[config.mk]
export PLATFORM = sky130hd
export DESIGN_NAME = gps_week_tow_to_calendar
export DESIGN_NICKNAME = d
export VERILOG_FILES = /design/src/hdl/gwtc_pkg.sv /design/src/hdl/gwtc_day.sv /design/src/hdl/gwtc_civil.sv /design/src/hdl/gwtc_tod.sv /design/src/hdl/gps_week_tow_to_calendar.sv
export SDC_FILE = /design/constraint.sdc
export NUM_CORES = 2
export LEC_CHECK = 0
export ABC_AREA = 1
export BUFFER_PORTS_ARGS = -buffer_cell sky130_fd_sc_hd__buf_4
export CAP_MARGIN = 20
export CORE_ASPECT_RATIO = 0.75
export CORE_MARGIN = 3
export CORE_UTILIZATION = 35
export CTS_BUF_LIST = sky130_fd_sc_hd__clkbuf_8
export CTS_CLUSTER_SIZE = 28
export DETAILED_ROUTE_END_ITERATION = 10
export SYNTH_ARGS = -nofsm -noshare
export SYNTH_HDL_FRONTEND = slang
export SYNTH_SLANG_ARGS = --single-unit
[constraint.sdc]
create_clock -name clk -period 6.61 [get_ports clk]
set_input_delay 1.322 -clock clk [delete_from_list [all_inputs] [get_ports clk]]
set_output_delay 1.322 -clock clk [all_outputs]
set_load 0.005 [all_outputs]
[src/hdl/gwtc_pkg.sv]
// gwtc_pkg: shared constants, types and tables of the gps week / time of week converter.
// No dependencies; imported by every module of the block.
package gwtc_pkg;

	// field widths
	localparam int FRAC_BITS     = 16;
	localparam int SEC_W         = 25;
	localparam int TOW_BITS      = SEC_W + FRAC_BITS;
	localparam int WEEK_BITS_DEF = 14;
	localparam int YEAR_W        = 12;
	localparam int MONTH_W       = 4;
	localparam int DAY_W         = 5;
	localparam int HOUR_W        = 5;
	localparam int MIN_W         = 6;
	localparam int SEC_OUT_W     = 6;

	// pipeline depth
	localparam int NSTG = 14;

	// time constants
	localparam int SEC_DAY  = 86400;
	localparam int SEC_WEEK = 604800;
	localparam int SEC_HOUR = 3600;
	localparam int SEC_MIN  = 60;

	// bias that keeps the shifted seconds of week non-negative
	localparam int DAY_BIAS = 195;
	localparam int T_BIAS   = DAY_BIAS * SEC_DAY;
	localparam int T_W      = 26;
	localparam int Q_W      = 9;
	localparam int QMAX     = 389;
	localparam int R_W      = 18;
	localparam int SOD_W    = 17;

	// day count from gps epoch to days since 0000-03-01, less the bias
	localparam int Z_OFF = 3657 + 719468 - DAY_BIAS;
	localparam int DPE   = 146097;
	localparam int DOE_W = 18;

	// reciprocals: floor(2**k / divisor), quotient off by at most one
	localparam int RCP_DAY   = 776;
	localparam int RCP_DAY_W = 10;
	localparam int RCP_1460  = 179;
	localparam int RCP_1460_W = 8;
	localparam int K_1460    = 18;
	localparam int RCP_365   = 718;
	localparam int RCP_365_W = 10;
	localparam int K_365     = 18;
	localparam int RCP_HR    = 36;
	localparam int RCP_HR_W  = 6;
	localparam int K_HR      = 17;
	localparam int RCP_MIN   = 68;
	localparam int RCP_MIN_W = 7;
	localparam int K_MIN     = 12;

	typedef logic [NSTG:1] stg_en_t;

	// fields that travel with an item unchanged
	typedef struct packed {
		logic [FRAC_BITS-1:0] frac;
		logic                 stat;
	} tag_t;

	// largest day count for a given week width
	function automatic int z_max(int wb);
		return ((1 << wb) - 1) * 7 + QMAX + Z_OFF;
	endfunction

	function automatic int z_bits(int wb);
		return $clog2(z_max(wb) + 1);
	endfunction

	// first day of each month, counted from march 1
	function automatic logic [8:0] month_start(logic [3:0] mp);
		logic [8:0] s;
		case (mp)
			4'd0:    s = 9'd0;
			4'd1:    s = 9'd31;
			4'd2:    s = 9'd61;
			4'd3:    s = 9'd92;
			4'd4:    s = 9'd122;
			4'd5:    s = 9'd153;
			4'd6:    s = 9'd184;
			4'd7:    s = 9'd214;
			4'd8:    s = 9'd245;
			4'd9:    s = 9'd275;
			4'd10:   s = 9'd306;
			4'd11:   s = 9'd337;
			default: s = 9'd0;
		endcase
		return s;
	endfunction

endpackage

[src/hdl/gwtc_day.sv]
// gwtc_day: stages 1 to 4, absolute day count and second of day from week and time of week.
// Depends on gwtc_pkg.
module gwtc_day #(
	parameter int WEEK_BITS = gwtc_pkg::WEEK_BITS_DEF
) (
	input  logic                                         clk,
	input  gwtc_pkg::stg_en_t                            stg_en,
	input  logic [WEEK_BITS-1:0]                         week_number,
	input  logic signed [gwtc_pkg::TOW_BITS-1:0]         time_of_week,
	output logic [gwtc_pkg::z_bits(WEEK_BITS)-1:0]       z_s4,
	output logic [gwtc_pkg::SOD_W-1:0]                   sod_s4,
	output gwtc_pkg::tag_t                               tag_s4
);
	import gwtc_pkg::*;

	localparam int ZW = z_bits(WEEK_BITS);
	localparam int BW = WEEK_BITS + 3;
	localparam int PW = T_W + RCP_DAY_W;

	logic [SEC_W-1:0] tow_sec;
	logic [T_W:0]     t_ext;
	logic             stat_c;

	logic [BW-1:0]    base_s1, base_s2, base_s3;
	logic [T_W-1:0]   t_s1, t_s2;
	tag_t             tag_s1, tag_s2, tag_s3;
	logic [PW-1:0]    prod_s2;
	logic [Q_W-1:0]   q0_s3;
	logic [R_W-1:0]   r0_s3;
	logic [T_W-1:0]   r0_full;
	logic [Q_W-1:0]   q_c;
	logic [R_W-1:0]   sod_c;

	function automatic logic [Q_W-1:0] q0_full();
		return prod_s2[T_W+Q_W-1:T_W];
	endfunction

	// floor seconds, biased to stay positive, and the out-of-week flag
	always_comb begin
		tow_sec = time_of_week[TOW_BITS-1:FRAC_BITS];
		t_ext   = {{(T_W + 1 - SEC_W){tow_sec[SEC_W-1]}}, tow_sec} + (T_W + 1)'(T_BIAS);
		stat_c  = tow_sec[SEC_W-1] |
			(tow_sec[SEC_W-2:0] >= (SEC_W - 1)'(SEC_WEEK));
	end

	// remainder after the estimated quotient
	always_comb begin
		r0_full = t_s2 - T_W'(q0_full()) * T_W'(SEC_DAY);
	end

	// one correction step of the quotient by 86400
	always_comb begin
		if (r0_s3 >= R_W'(SEC_DAY)) begin
			q_c   = q0_s3 + Q_W'(1);
			sod_c = r0_s3 - R_W'(SEC_DAY);
		end else begin
			q_c   = q0_s3;
			sod_c = r0_s3;
		end
	end

	// stage registers
	always_ff @(posedge clk) begin
		if (stg_en[1]) begin
			base_s1     <= BW'(week_number) * BW'(7);
			t_s1        <= t_ext[T_W-1:0];
			tag_s1.frac <= time_of_week[FRAC_BITS-1:0];
			tag_s1.stat <= stat_c;
		end
		if (stg_en[2]) begin
			base_s2 <= base_s1;
			t_s2    <= t_s1;
			prod_s2 <= PW'(t_s1) * PW'(RCP_DAY);
			tag_s2  <= tag_s1;
		end
		if (stg_en[3]) begin
			base_s3 <= base_s2;
			q0_s3   <= q0_full();
			r0_s3   <= r0_full[R_W-1:0];
			tag_s3  <= tag_s2;
		end
		if (stg_en[4]) begin
			z_s4   <= ZW'(base_s3) + ZW'(q_c) + ZW'(Z_OFF);
			sod_s4 <= sod_c[SOD_W-1:0];
			tag_s4 <= tag_s3;
		end
	end

endmodule

[src/hdl/gwtc_civil.sv]
// gwtc_civil: stages 5 to 14, day count since 0000-03-01 to gregorian year, month and day.
// Depends on gwtc_pkg.
module gwtc_civil #(
	parameter int WEEK_BITS = gwtc_pkg::WEEK_BITS_DEF
) (
	input  logic                                   clk,
	input  gwtc_pkg::stg_en_t                      stg_en,
	input  logic [gwtc_pkg::z_bits(WEEK_BITS)-1:0] z_s4,
	output logic [gwtc_pkg::YEAR_W-1:0]            year_s14,
	output logic [gwtc_pkg::MONTH_W-1:0]           month_s14,
	output logic [gwtc_pkg::DAY_W-1:0]             day_s14
);
	import gwtc_pkg::*;

	localparam int ZW      = z_bits(WEEK_BITS);
	localparam int ERA_MAX = z_max(WEEK_BITS) / DPE;
	localparam int EW      = $clog2(ERA_MAX + 1);
	localparam int P1_W    = DOE_W + RCP_1460_W;
	localparam int P2_W    = DOE_W + RCP_365_W;
	localparam int A_W     = 8;
	localparam int YOE_W   = 9;
	localparam int DOY_W   = 9;

	logic [EW-1:0]    era_c;
	logic [DOE_W-1:0] doe_c;
	logic [2:0]       b_c;
	logic [A_W-1:0]   a0_c;
	logic [DOE_W-1:0] r1_full;
	logic [A_W-1:0]   a_c;
	logic [YOE_W-1:0] y0_c;
	logic [DOE_W-1:0] r2_full;
	logic [1:0]       y100_c;
	logic [DOE_W-1:0] doy_full;
	logic [3:0]       mp_c;
	logic [3:0]       m_c;
	logic [DOY_W-1:0] d_full;

	logic [EW-1:0]    era_s5, era_s6, era_s7, era_s8, era_s9, era_s10, era_s11;
	logic [DOE_W-1:0] doe_s5, doe_s6, doe_s7, doe_s8, doe_s9, doe_s10, doe_s11;
	logic [P1_W-1:0]  p1_s6;
	logic [2:0]       b_s6, b_s7;
	logic             c_s6, c_s7;
	logic [A_W-1:0]   a0_s7;
	logic [11:0]      r1_s7;
	logic [DOE_W-1:0] n_s8, n_s9;
	logic [P2_W-1:0]  p2_s9;
	logic [YOE_W-1:0] y0_s10;
	logic [9:0]       r2_s10;
	logic [YOE_W-1:0] yoe_s11;
	logic [DOY_W-1:0] doy_s12, doy_s13;
	logic [YEAR_W-1:0] yr_s12, yr_s13;
	logic [3:0]       mp_s13;

	// 400-year era and day of era
	always_comb begin
		era_c = '0;
		doe_c = z_s4[DOE_W-1:0];
		for (int k = 1; k <= ERA_MAX; k++) begin
			if (z_s4 >= ZW'(k * DPE)) begin
				era_c = EW'(k);
				doe_c = DOE_W'(z_s4 - ZW'(k * DPE));
			end
		end
	end

	// century count within the era
	always_comb begin
		b_c = 3'd0;
		for (int k = 1; k <= 4; k++) begin
			if (doe_s5 >= DOE_W'(k * 36524)) begin
				b_c = 3'(k);
			end
		end
	end

	// day of era over 1460, estimate and remainder
	always_comb begin
		a0_c    = p1_s6[K_1460+A_W-1:K_1460];
		r1_full = doe_s6 - DOE_W'(a0_c) * DOE_W'(1460);
		a_c     = a0_s7 + ((r1_s7 >= 12'd1460) ? A_W'(1) : A_W'(0));
	end

	// year of era over 365, estimate and remainder
	always_comb begin
		y0_c    = p2_s9[K_365+YOE_W-1:K_365];
		r2_full = n_s9 - DOE_W'(y0_c) * DOE_W'(365);
	end

	// day of year from march 1
	always_comb begin
		y100_c = 2'd0;
		for (int k = 1; k <= 3; k++) begin
			if (yoe_s11 >= YOE_W'(k * 100)) begin
				y100_c = 2'(k);
			end
		end
		doy_full = doe_s11 - (DOE_W'(yoe_s11) * DOE_W'(365) + DOE_W'(yoe_s11 >> 2)
			- DOE_W'(y100_c));
	end

	// month index from march
	always_comb begin
		mp_c = 4'd0;
		for (int k = 1; k < 12; k++) begin
			if (doy_s12 >= month_start(4'(k))) begin
				mp_c = 4'(k);
			end
		end
	end

	// final month and day; the year roll for january and february is applied in stage 14
	always_comb begin
		m_c    = (mp_s13 < 4'd10) ? mp_s13 + 4'd3 : mp_s13 - 4'd9;
		d_full = doy_s13 - month_start(mp_s13) + DOY_W'(1);
	end

	// stage registers
	always_ff @(posedge clk) begin
		if (stg_en[5]) begin
			era_s5 <= era_c;
			doe_s5 <= doe_c;
		end
		if (stg_en[6]) begin
			era_s6 <= era_s5;
			doe_s6 <= doe_s5;
			p1_s6  <= P1_W'(doe_s5) * P1_W'(RCP_1460);
			b_s6   <= b_c;
			c_s6   <= (doe_s5 >= DOE_W'(DPE - 1));
		end
		if (stg_en[7]) begin
			era_s7 <= era_s6;
			doe_s7 <= doe_s6;
			a0_s7  <= a0_c;
			r1_s7  <= r1_full[11:0];
			b_s7   <= b_s6;
			c_s7   <= c_s6;
		end
		if (stg_en[8]) begin
			era_s8 <= era_s7;
			doe_s8 <= doe_s7;
			n_s8   <= doe_s7 - DOE_W'(a_c) + DOE_W'(b_s7) - DOE_W'(c_s7);
		end
		if (stg_en[9]) begin
			era_s9 <= era_s8;
			doe_s9 <= doe_s8;
			n_s9   <= n_s8;
			p2_s9  <= P2_W'(n_s8) * P2_W'(RCP_365);
		end
		if (stg_en[10]) begin
			era_s10 <= era_s9;
			doe_s10 <= doe_s9;
			y0_s10  <= y0_c;
			r2_s10  <= r2_full[9:0];
		end
		if (stg_en[11]) begin
			era_s11 <= era_s10;
			doe_s11 <= doe_s10;
			yoe_s11 <= y0_s10 + ((r2_s10 >= 10'd365) ? YOE_W'(1) : YOE_W'(0));
		end
		if (stg_en[12]) begin
			doy_s12 <= doy_full[DOY_W-1:0];
			yr_s12  <= YEAR_W'(yoe_s11) + YEAR_W'(era_s11) * YEAR_W'(400);
		end
		if (stg_en[13]) begin
			doy_s13 <= doy_s12;
			yr_s13  <= yr_s12;
			mp_s13  <= mp_c;
		end
		if (stg_en[14]) begin
			month_s14 <= m_c;
			day_s14   <= d_full[DAY_W-1:0];
			year_s14  <= yr_s13 + ((m_c <= 4'd2) ? YEAR_W'(1) : YEAR_W'(0));
		end
	end

endmodule

[src/hdl/gwtc_tod.sv]
// gwtc_tod: stages 5 to 14, second of day to hour, minute and second, plus delay of the
// fraction and status so they leave with the date. Depends on gwtc_pkg.
module gwtc_tod (
	input  logic                            clk,
	input  gwtc_pkg::stg_en_t               stg_en,
	input  logic [gwtc_pkg::SOD_W-1:0]      sod_s4,
	input  gwtc_pkg::tag_t                  tag_s4,
	output logic [gwtc_pkg::HOUR_W-1:0]     hour_s14,
	output logic [gwtc_pkg::MIN_W-1:0]      minute_s14,
	output logic [gwtc_pkg::SEC_OUT_W-1:0]  second_s14,
	output gwtc_pkg::tag_t                  tag_s14
);
	import gwtc_pkg::*;

	localparam int PH_W = SOD_W + RCP_HR_W;
	localparam int RH_W = 12;
	localparam int PM_W = RH_W + RCP_MIN_W;

	typedef struct packed {
		logic [HOUR_W-1:0]    hour;
		logic [MIN_W-1:0]     minute;
		logic [SEC_OUT_W-1:0] second;
		tag_t                 tag;
	} tod_t;

	logic [HOUR_W-1:0]  h0_c;
	logic [SOD_W-1:0]   rh_full;
	logic [MIN_W-1:0]   mi0_c;
	logic [RH_W-1:0]    rm_full;

	logic [SOD_W-1:0]   sod_s5;
	logic [PH_W-1:0]    ph_s5;
	logic [HOUR_W-1:0]  h0_s6, hour_s7, hour_s8, hour_s9;
	logic [12:0]        r_s6;
	logic [RH_W-1:0]    rh_s7, rh_s8;
	logic [PM_W-1:0]    pm_s8;
	logic [MIN_W-1:0]   mi0_s9;
	logic [6:0]         r_s9;
	tag_t               tag_s5, tag_s6, tag_s7, tag_s8, tag_s9;
	tod_t               tod_s10, tod_s11, tod_s12, tod_s13;

	// hour estimate and remainder
	always_comb begin
		h0_c    = ph_s5[K_HR+HOUR_W-1:K_HR];
		rh_full = sod_s5 - SOD_W'(h0_c) * SOD_W'(SEC_HOUR);
	end

	// minute estimate and remainder
	always_comb begin
		mi0_c   = pm_s8[K_MIN+MIN_W-1:K_MIN];
		rm_full = rh_s8 - RH_W'(mi0_c) * RH_W'(SEC_MIN);
	end

	// stage registers
	always_ff @(posedge clk) begin
		if (stg_en[5]) begin
			sod_s5 <= sod_s4;
			ph_s5  <= PH_W'(sod_s4) * PH_W'(RCP_HR);
			tag_s5 <= tag_s4;
		end
		if (stg_en[6]) begin
			h0_s6  <= h0_c;
			r_s6   <= rh_full[12:0];
			tag_s6 <= tag_s5;
		end
		if (stg_en[7]) begin
			if (r_s6 >= 13'(SEC_HOUR)) begin
				hour_s7 <= h0_s6 + HOUR_W'(1);
				rh_s7   <= RH_W'(r_s6 - 13'(SEC_HOUR));
			end else begin
				hour_s7 <= h0_s6;
				rh_s7   <= r_s6[RH_W-1:0];
			end
			tag_s7 <= tag_s6;
		end
		if (stg_en[8]) begin
			hour_s8 <= hour_s7;
			rh_s8   <= rh_s7;
			pm_s8   <= PM_W'(rh_s7) * PM_W'(RCP_MIN);
			tag_s8  <= tag_s7;
		end
		if (stg_en[9]) begin
			hour_s9 <= hour_s8;
			mi0_s9  <= mi0_c;
			r_s9    <= rm_full[6:0];
			tag_s9  <= tag_s8;
		end
		if (stg_en[10]) begin
			tod_s10.hour <= hour_s9;
			if (r_s9 >= 7'(SEC_MIN)) begin
				tod_s10.minute <= mi0_s9 + MIN_W'(1);
				tod_s10.second <= SEC_OUT_W'(r_s9 - 7'(SEC_MIN));
			end else begin
				tod_s10.minute <= mi0_s9;
				tod_s10.second <= r_s9[SEC_OUT_W-1:0];
			end
			tod_s10.tag <= tag_s9;
		end
		// delay to line up with the date path
		if (stg_en[11]) begin
			tod_s11 <= tod_s10;
		end
		if (stg_en[12]) begin
			tod_s12 <= tod_s11;
		end
		if (stg_en[13]) begin
			tod_s13 <= tod_s12;
		end
		if (stg_en[14]) begin
			hour_s14   <= tod_s13.hour;
			minute_s14 <= tod_s13.minute;
			second_s14 <= tod_s13.second;
			tag_s14    <= tod_s13.tag;
		end
	end

endmodule

[src/hdl/gps_week_tow_to_calendar.sv]
// gps_week_tow_to_calendar: top level, pipeline control and the three datapath parts.
// Depends on gwtc_pkg, gwtc_day, gwtc_civil and gwtc_tod.
//
// Converts a gps week number and a signed time of week (16 fractional bits) into a
// gregorian date and a time of day, counted from 1980-01-06 00:00 with no leap seconds.
// Input channel: in_valid / in_ready with week_number and time_of_week.
// Output channel: out_valid / out_ready with the date, time of day, fraction and status.
// Status is 1 when the time of week is negative or at least one week; the time is still
// converted as an offset from the start of the given week.
// Throughput is one item per cycle while the output is not stalled; the 14 register
// stages are set by the chain of constant divisions (day, 400-year era, century, year,
// month, hour, minute).
// Each stage holds its own valid bit and loads whenever it is empty or the stage after
// it moves, so a stalled output only stops stages that are full; empty stages keep
// taking items until the pipeline is full, and nothing is lost or repeated.
// Reset clears the valid bits only; the block accepts an item in the first cycle after.
module gps_week_tow_to_calendar #(
	parameter int WEEK_BITS = gwtc_pkg::WEEK_BITS_DEF
) (
	input  logic                                 clk,
	input  logic                                 arst_n,
	input  logic                                 in_valid,
	output logic                                 in_ready,
	input  logic [WEEK_BITS-1:0]                 week_number,
	input  logic signed [gwtc_pkg::TOW_BITS-1:0] time_of_week,
	output logic                                 out_valid,
	input  logic                                 out_ready,
	output logic [gwtc_pkg::YEAR_W-1:0]          cal_year,
	output logic [gwtc_pkg::MONTH_W-1:0]         cal_month,
	output logic [gwtc_pkg::DAY_W-1:0]           cal_day,
	output logic [gwtc_pkg::HOUR_W-1:0]          hour_of_day,
	output logic [gwtc_pkg::MIN_W-1:0]           minute_of_hour,
	output logic [gwtc_pkg::SEC_OUT_W-1:0]       whole_second,
	output logic [gwtc_pkg::FRAC_BITS-1:0]       second_fraction,
	output logic                                 status
);
	import gwtc_pkg::*;

	localparam int ZW = z_bits(WEEK_BITS);

	stg_en_t           stg_en;
	logic [NSTG:1]     vld_q;
	logic              in_acc;
	logic              out_acc;
	logic [ZW-1:0]     z_s4;
	logic [SOD_W-1:0]  sod_s4;
	tag_t              tag_s4;
	tag_t              tag_s14;

	// stage load enables, from the output back to the input
	always_comb begin
		stg_en[NSTG] = !vld_q[NSTG] || out_ready;
		for (int k = NSTG - 1; k >= 1; k--) begin
			stg_en[k] = !vld_q[k] || stg_en[k+1];
		end
	end

	assign in_ready  = stg_en[1];
	assign out_valid = vld_q[NSTG];
	assign in_acc    = in_valid && in_ready;
	assign out_acc   = out_valid && out_ready;

	// valid bits travel with the data
	always_ff @(posedge clk or negedge arst_n) begin
		if (!arst_n) begin
			vld_q <= '0;
		end else begin
			if (stg_en[1]) begin
				vld_q[1] <= in_valid;
			end
			for (int k = 2; k <= NSTG; k++) begin
				if (stg_en[k]) begin
					vld_q[k] <= vld_q[k-1];
				end
			end
		end
	end

	// day count and second of day
	gwtc_day #(
		.WEEK_BITS(WEEK_BITS)
	) u_day (
		.clk         (clk),
		.stg_en      (stg_en),
		.week_number (week_number),
		.time_of_week(time_of_week),
		.z_s4        (z_s4),
		.sod_s4      (sod_s4),
		.tag_s4      (tag_s4)
	);

	// calendar date
	gwtc_civil #(
		.WEEK_BITS(WEEK_BITS)
	) u_civil (
		.clk      (clk),
		.stg_en   (stg_en),
		.z_s4     (z_s4),
		.year_s14 (cal_year),
		.month_s14(cal_month),
		.day_s14  (cal_day)
	);

	// time of day
	gwtc_tod u_tod (
		.clk       (clk),
		.stg_en    (stg_en),
		.sod_s4    (sod_s4),
		.tag_s4    (tag_s4),
		.hour_s14  (hour_of_day),
		.minute_s14(minute_of_hour),
		.second_s14(whole_second),
		.tag_s14   (tag_s14)
	);

	assign second_fraction = tag_s14.frac;
	assign status          = tag_s14.stat;

	// an empty output stage never holds off the input
	a_ready_when_empty: assert property (@(posedge clk) disable iff (!arst_n)
		!out_valid |-> in_ready)
		else $error("input stalled with an empty output stage");

	// items in flight change only by what is accepted and delivered
	a_item_count: assert property (@(posedge clk) disable iff (!arst_n)
		$past(arst_n) |-> ($countones(vld_q) == $countones($past(vld_q))
			+ int'($past(in_acc)) - int'($past(out_acc))))
		else $error("item lost or duplicated in the pipeline");

	// a delivered result has month 1 to 12, day at least 1 and a legal time of day
	a_result_range: assert property (@(posedge clk) disable iff (!arst_n)
		out_valid |-> (cal_month >= 4'd1 && cal_month <= 4'd12 && cal_day >= 5'd1 &&
			hour_of_day <= 5'd23 && minute_of_hour <= 6'd59 && whole_second <= 6'd59))
		else $error("result field out of range");

endmodule
==> insert_results.sql <==
INSERT INTO impl_metrics (metric_group, metric, value, unit) VALUES
('run_status', 'status', 'finished, final reports clean', ''),
('clocking', 'tritoncts.num_buffers', '137', ''),
('placement', 'placedInstanceArea', '52700', 'um^2'),
('floorplan', 'placement_rows', '118', ''),
('sta', 'timing_hold_violations_final', '0', ''),
('global_route', 'global_route.overflow_total', '0', ''),
('synthesis', 'postSynth.asyncResetShare', '1.62', '%'),
('final_layout', 'final_cells', '6356', ''),
('synthesis', 'synth_seq_cells', '866', ''),
('sta', 'final.setup.tns', '0', 'ns'),
('global_route', 'first_pass_grt_wire_length', '149000', 'um'),
('critical_path', 'critPathKind', 'in2out', ''),
('sta', 'timing.hold.ws', '0.360', 'ns'),
('placement', 'routability_driven_placement_congestion_ratio', '0.863', ''),
('placement', 'placedCellCount', '6111', ''),
('sta', 'finalCriticalPeriod', '5.07', 'ns'),
('floorplan', 'floorplan.die_area', '146000', 'um^2'),
('drt', 'post_drt_wl_per_cell', '14.1', 'um'),
('global_route', 'via_count_of_the_first_global_routing_pass', '28900', ''),
('floorplan', 'floorplan.core_area', '139000', 'um^2'),
('sta', 'min_period_over_period', '76.7', '%'),
('drt', 'routed_via_density', '4.48', ''),
('synthesis', 'ys.warnings.count', '0', ''),
('min_path', 'min_path_type', 'in2async', ''),
('sta', 'maxClockFrequency', '197', 'MHz'),
('synthesis', 'yosys_most_used_dff', 'sky130_fd_sc_hd__edfxtp_1', ''),
('final_layout', 'area_growth_synth_to_finish', '11.8', '%'),
('final_layout', 'layout-drive-gt1-share', '8.17', '%'),
('sta', 'timing_worst_slew_pin_value', '0.953', 'ns'),
('critical_path', 'worstSetupStartpoint', 'out_ready', ''),
('clocking', 'cts_max_level', '4', ''),
('drt', 'routed_wirelength', '89400', 'um'),
('final_layout', 'layout_common_cells', 'sky130_fd_sc_hd__edfxtp_1 (852), sky130_fd_sc_hd__inv_1 (785), sky130_fd_sc_hd__ha_1 (582)', ''),
('drt', 'route.antenna.remaining_nets', '0', ''),
('global_route', 'gr-usage-all-layers', '12.6', '%'),
('sta', 'slew-limit-headroom', '36.5', '%'),
('clocking', 'clock-root-buffer', 'sky130_fd_sc_hd__clkbuf_8', ''),
('drt', 'drt-pass1-iter-count', '5', ''),
('clocking', 'clk_path_buf_depth', '3', ''),
('sta', 'rsz_0062_raised_after_global_routing', 'false', ''),
('synthesis', 'synthesis.area_per_instance', '12.0', 'um^2'),
('synthesis', 'synth-seq-area-share', '52.3', '%'),
('synthesis', 'synthesis.area', '49600', 'um^2'),
('clocking', 'worstSkewPairLatency', '0.81', 'ns'),
('clocking', 'cts_hold_buffers', '0', ''),
('global_route', 'grt_max_degree', '70', ''),
('placement', 'dpl.hpwl', '67900', 'um'),
('critical_path', 'r2r-start', 'u_civil.yoe_s11[3]', ''),
('final_layout', 'final_common_cell', 'sky130_fd_sc_hd__edfxtp_1', ''),
('floorplan', 'start_util', '35.6', '%'),
('floorplan', 'num_io_pins', '116', ''),
('drt', 'drc_errors', '0', ''),
('drt', 'vias', '28500', ''),
('critical_path', 'cp-start-kind', 'input pin', ''),
('sta', 'clock-skew-final', '0.0395', 'ns'),
('floorplan', 'die_h', '332', 'um'),
('critical_path', 'cp_max_fo', '55', ''),
('critical_path', 'crit_required', '5.29', 'ns'),
('synthesis', 'postSynthCellCount', '4145', ''),
('final_layout', 'final_area', '55400', 'um^2'),
('clocking', 'cts.repair_timing.setup_buffer_count', '0', ''),
('drt', 'drtIter0Drc', '1628', ''),
('critical_path', 'setup.worst_path.end_class', 'output pin', ''),
('clocking', 'worst_setup_hold_path_clk_slew', '0.06', 'ns'),
('global_route', 'initial_antenna_violation_count', '5', ''),
('placement', 'portBuffers', '115', ''),
('clocking', 'tritoncts', 'built', ''),
('sta', 'finalSetupViolCount', '0', ''),
('floorplan', 'floorplan.die.width', '441', 'um'),
('critical_path', 'critical_path_arrival', '3.74', 'ns'),
('clocking', 'cts_resized', '0', ''),
('synthesis', 'synth_cell_types', '62', ''),
('sta', 'slew_violations', '0', ''),
('run', 'max_cap_violation_count', '0', ''),
('synthesis', 'synth.net_count', '4985', ''),
('synthesis', 'synth_enable_flop_cells', '852', ''),
('clocking', 'clkSinkCount', '866', ''),
('final_layout', 'finalNetCount', '5230', '');
==> cells in the mapped netlist, types with 4 or more instances <==
| library cell | n | share of area [%] |
|---|---|---|
| sky130_fd_sc_hd__buf_4 | 5 | 0.076 |
| sky130_fd_sc_hd__a211oi_1 | 7 | 0.11 |
| sky130_fd_sc_hd__buf_2 | 13 | 0.13 |
| sky130_fd_sc_hd__inv_1 | 756 | 5.7 |
| sky130_fd_sc_hd__or2_2 | 7 | 0.088 |
| sky130_fd_sc_hd__o2111ai_1 | 7 | 0.12 |
| sky130_fd_sc_hd__a21o_1 | 16 | 0.24 |
| sky130_fd_sc_hd__fa_1 | 199 | 8.0 |
| sky130_fd_sc_hd__nor3b_1 | 4 | 0.061 |
| sky130_fd_sc_hd__nor2_4 | 6 | 0.14 |
| sky130_fd_sc_hd__a21oi_1 | 202 | 2.0 |
| sky130_fd_sc_hd__nand3_1 | 123 | 1.2 |
| sky130_fd_sc_hd__xnor2_1 | 95 | 1.7 |
| sky130_fd_sc_hd__nor3_1 | 34 | 0.34 |
| sky130_fd_sc_hd__o21ai_0 | 104 | 1.1 |
| sky130_fd_sc_hd__dfrtp_1 | 14 | 0.71 |
| sky130_fd_sc_hd__nor2_1 | 177 | 1.3 |
| sky130_fd_sc_hd__ha_1 | 582 | 15 |
| sky130_fd_sc_hd__xor2_1 | 206 | 3.6 |
| sky130_fd_sc_hd__o21ai_1 | 5 | 0.050 |
| sky130_fd_sc_hd__a21boi_0 | 6 | 0.091 |
| sky130_fd_sc_hd__inv_2 | 5 | 0.038 |
| sky130_fd_sc_hd__o31ai_1 | 7 | 0.11 |
| sky130_fd_sc_hd__o21bai_1 | 17 | 0.26 |
| sky130_fd_sc_hd__a31oi_1 | 12 | 0.15 |
| sky130_fd_sc_hd__nor4_1 | 5 | 0.063 |
| sky130_fd_sc_hd__nand3b_1 | 10 | 0.15 |
| sky130_fd_sc_hd__nand4_1 | 40 | 0.50 |
| sky130_fd_sc_hd__edfxtp_1 | 852 | 52 |
| sky130_fd_sc_hd__o221ai_1 | 4 | 0.071 |
| sky130_fd_sc_hd__nand2_1 | 560 | 4.2 |
| sky130_fd_sc_hd__nand2_4 | 4 | 0.091 |
| sky130_fd_sc_hd__o211ai_1 | 13 | 0.20 |
==> path summary, 6_finish.rpt <==
check | endpoint | slack, ns | cells past startpoint
max reg2reg | u_civil.doy_s12[8] | 2.15 | 21
max | in_ready | 1.54 | 14
min in group clk | u_tod.tod_s12[21] | 0.41 | 0
max in group asynchronous | vld_q[1] | 6.06 | 1
min | vld_q[6] | 0.36 | 1
min reg2reg | u_tod.tod_s12[21] | 0.41 | 0
==> critical path, stage by stage <==
cell and delay (ns):
sky130_fd_sc_hd__buf_4 0.11, sky130_fd_sc_hd__inv_1 0.13, sky130_fd_sc_hd__nand4_4 0.11, sky130_fd_sc_hd__nor2_4 0.19
sky130_fd_sc_hd__nand2_8 0.06, sky130_fd_sc_hd__nor2_4 0.13, sky130_fd_sc_hd__nand2_4 0.07, sky130_fd_sc_hd__nor2_4 0.13
sky130_fd_sc_hd__nand2_4 0.07, sky130_fd_sc_hd__nor2_4 0.13, sky130_fd_sc_hd__nand2_4 0.39, sky130_fd_sc_hd__nor2_4 0.32
sky130_fd_sc_hd__nand3_4 0.29, sky130_fd_sc_hd__buf_4 0.25
==> layer usage <==
metal,share of wire (%),GRT usage (%),vias to the layer above
li1,-,-,14500
met1,53,18.8,13400
met2,41,18.4,496
met3,4.1,2.19,112
met4,1.8,3.85,0
met5,0,0,-
==> final cells by class <==
| cell class | instances | area [um^2] |
|---|---|---|
| clock inverter | 100 | 736 |
| antenna | 3 | 7.51 |
| multi-input combinational | 2495 | 20700 |
| timing repair buffer | 128 | 961 |
| inverter | 762 | 2860 |
| clock buffer | 142 | 1950 |
| tap | 1860 | 2330 |
| sequential | 866 | 25900 |
| fill | 13300 | 83900 |
==> cells by family (layout without fill, tap and decap cells) <==
family | after synthesis | after routing | share of synthesized area (%)
other | 0 | 3 | 0
xor gates and xnor gates | 302 | 302 | 5.35
and+or+nand+nor | 988 | 988 | 8.60
AOI/OAI and AO/OA | 421 | 421 | 4.88
buffers and inverters | 784 | 1132 | 6.06
muxes | 3 | 3 | 0.0681
DFF | 866 | 866 | 52.3
adders and majority gates | 781 | 781 | 22.7
==> state kept, by name, indices dropped and copies added, names as in the netlist, 18 cells and up <==
register        count
u_day.t_s2         18
u_tod.tod_s11      34
u_day.z_s4         19
u_day.r0_s3        18
u_civil.n_s8       18
u_day.t_s1         26
u_tod.tod_s10      34
u_tod.tod_s13      34
u_tod.tod_s12      34
u_civil.doe_s5     18
==> through the flow <==
step	utilization, %	setup WS [ns]
2_1_floorplan	-	0.00577
3_3_place_gp	37.8	1.53
3_5_place_dp	37.8	1.49
4_1_cts	39.8	1.47
5_1_grt	39.8	1.28
6_report	39.8	1.54
Power is left out: the tool's default activity adds up to more than one toggle a clock period on the data nets, which glitch-free logic cannot reach.
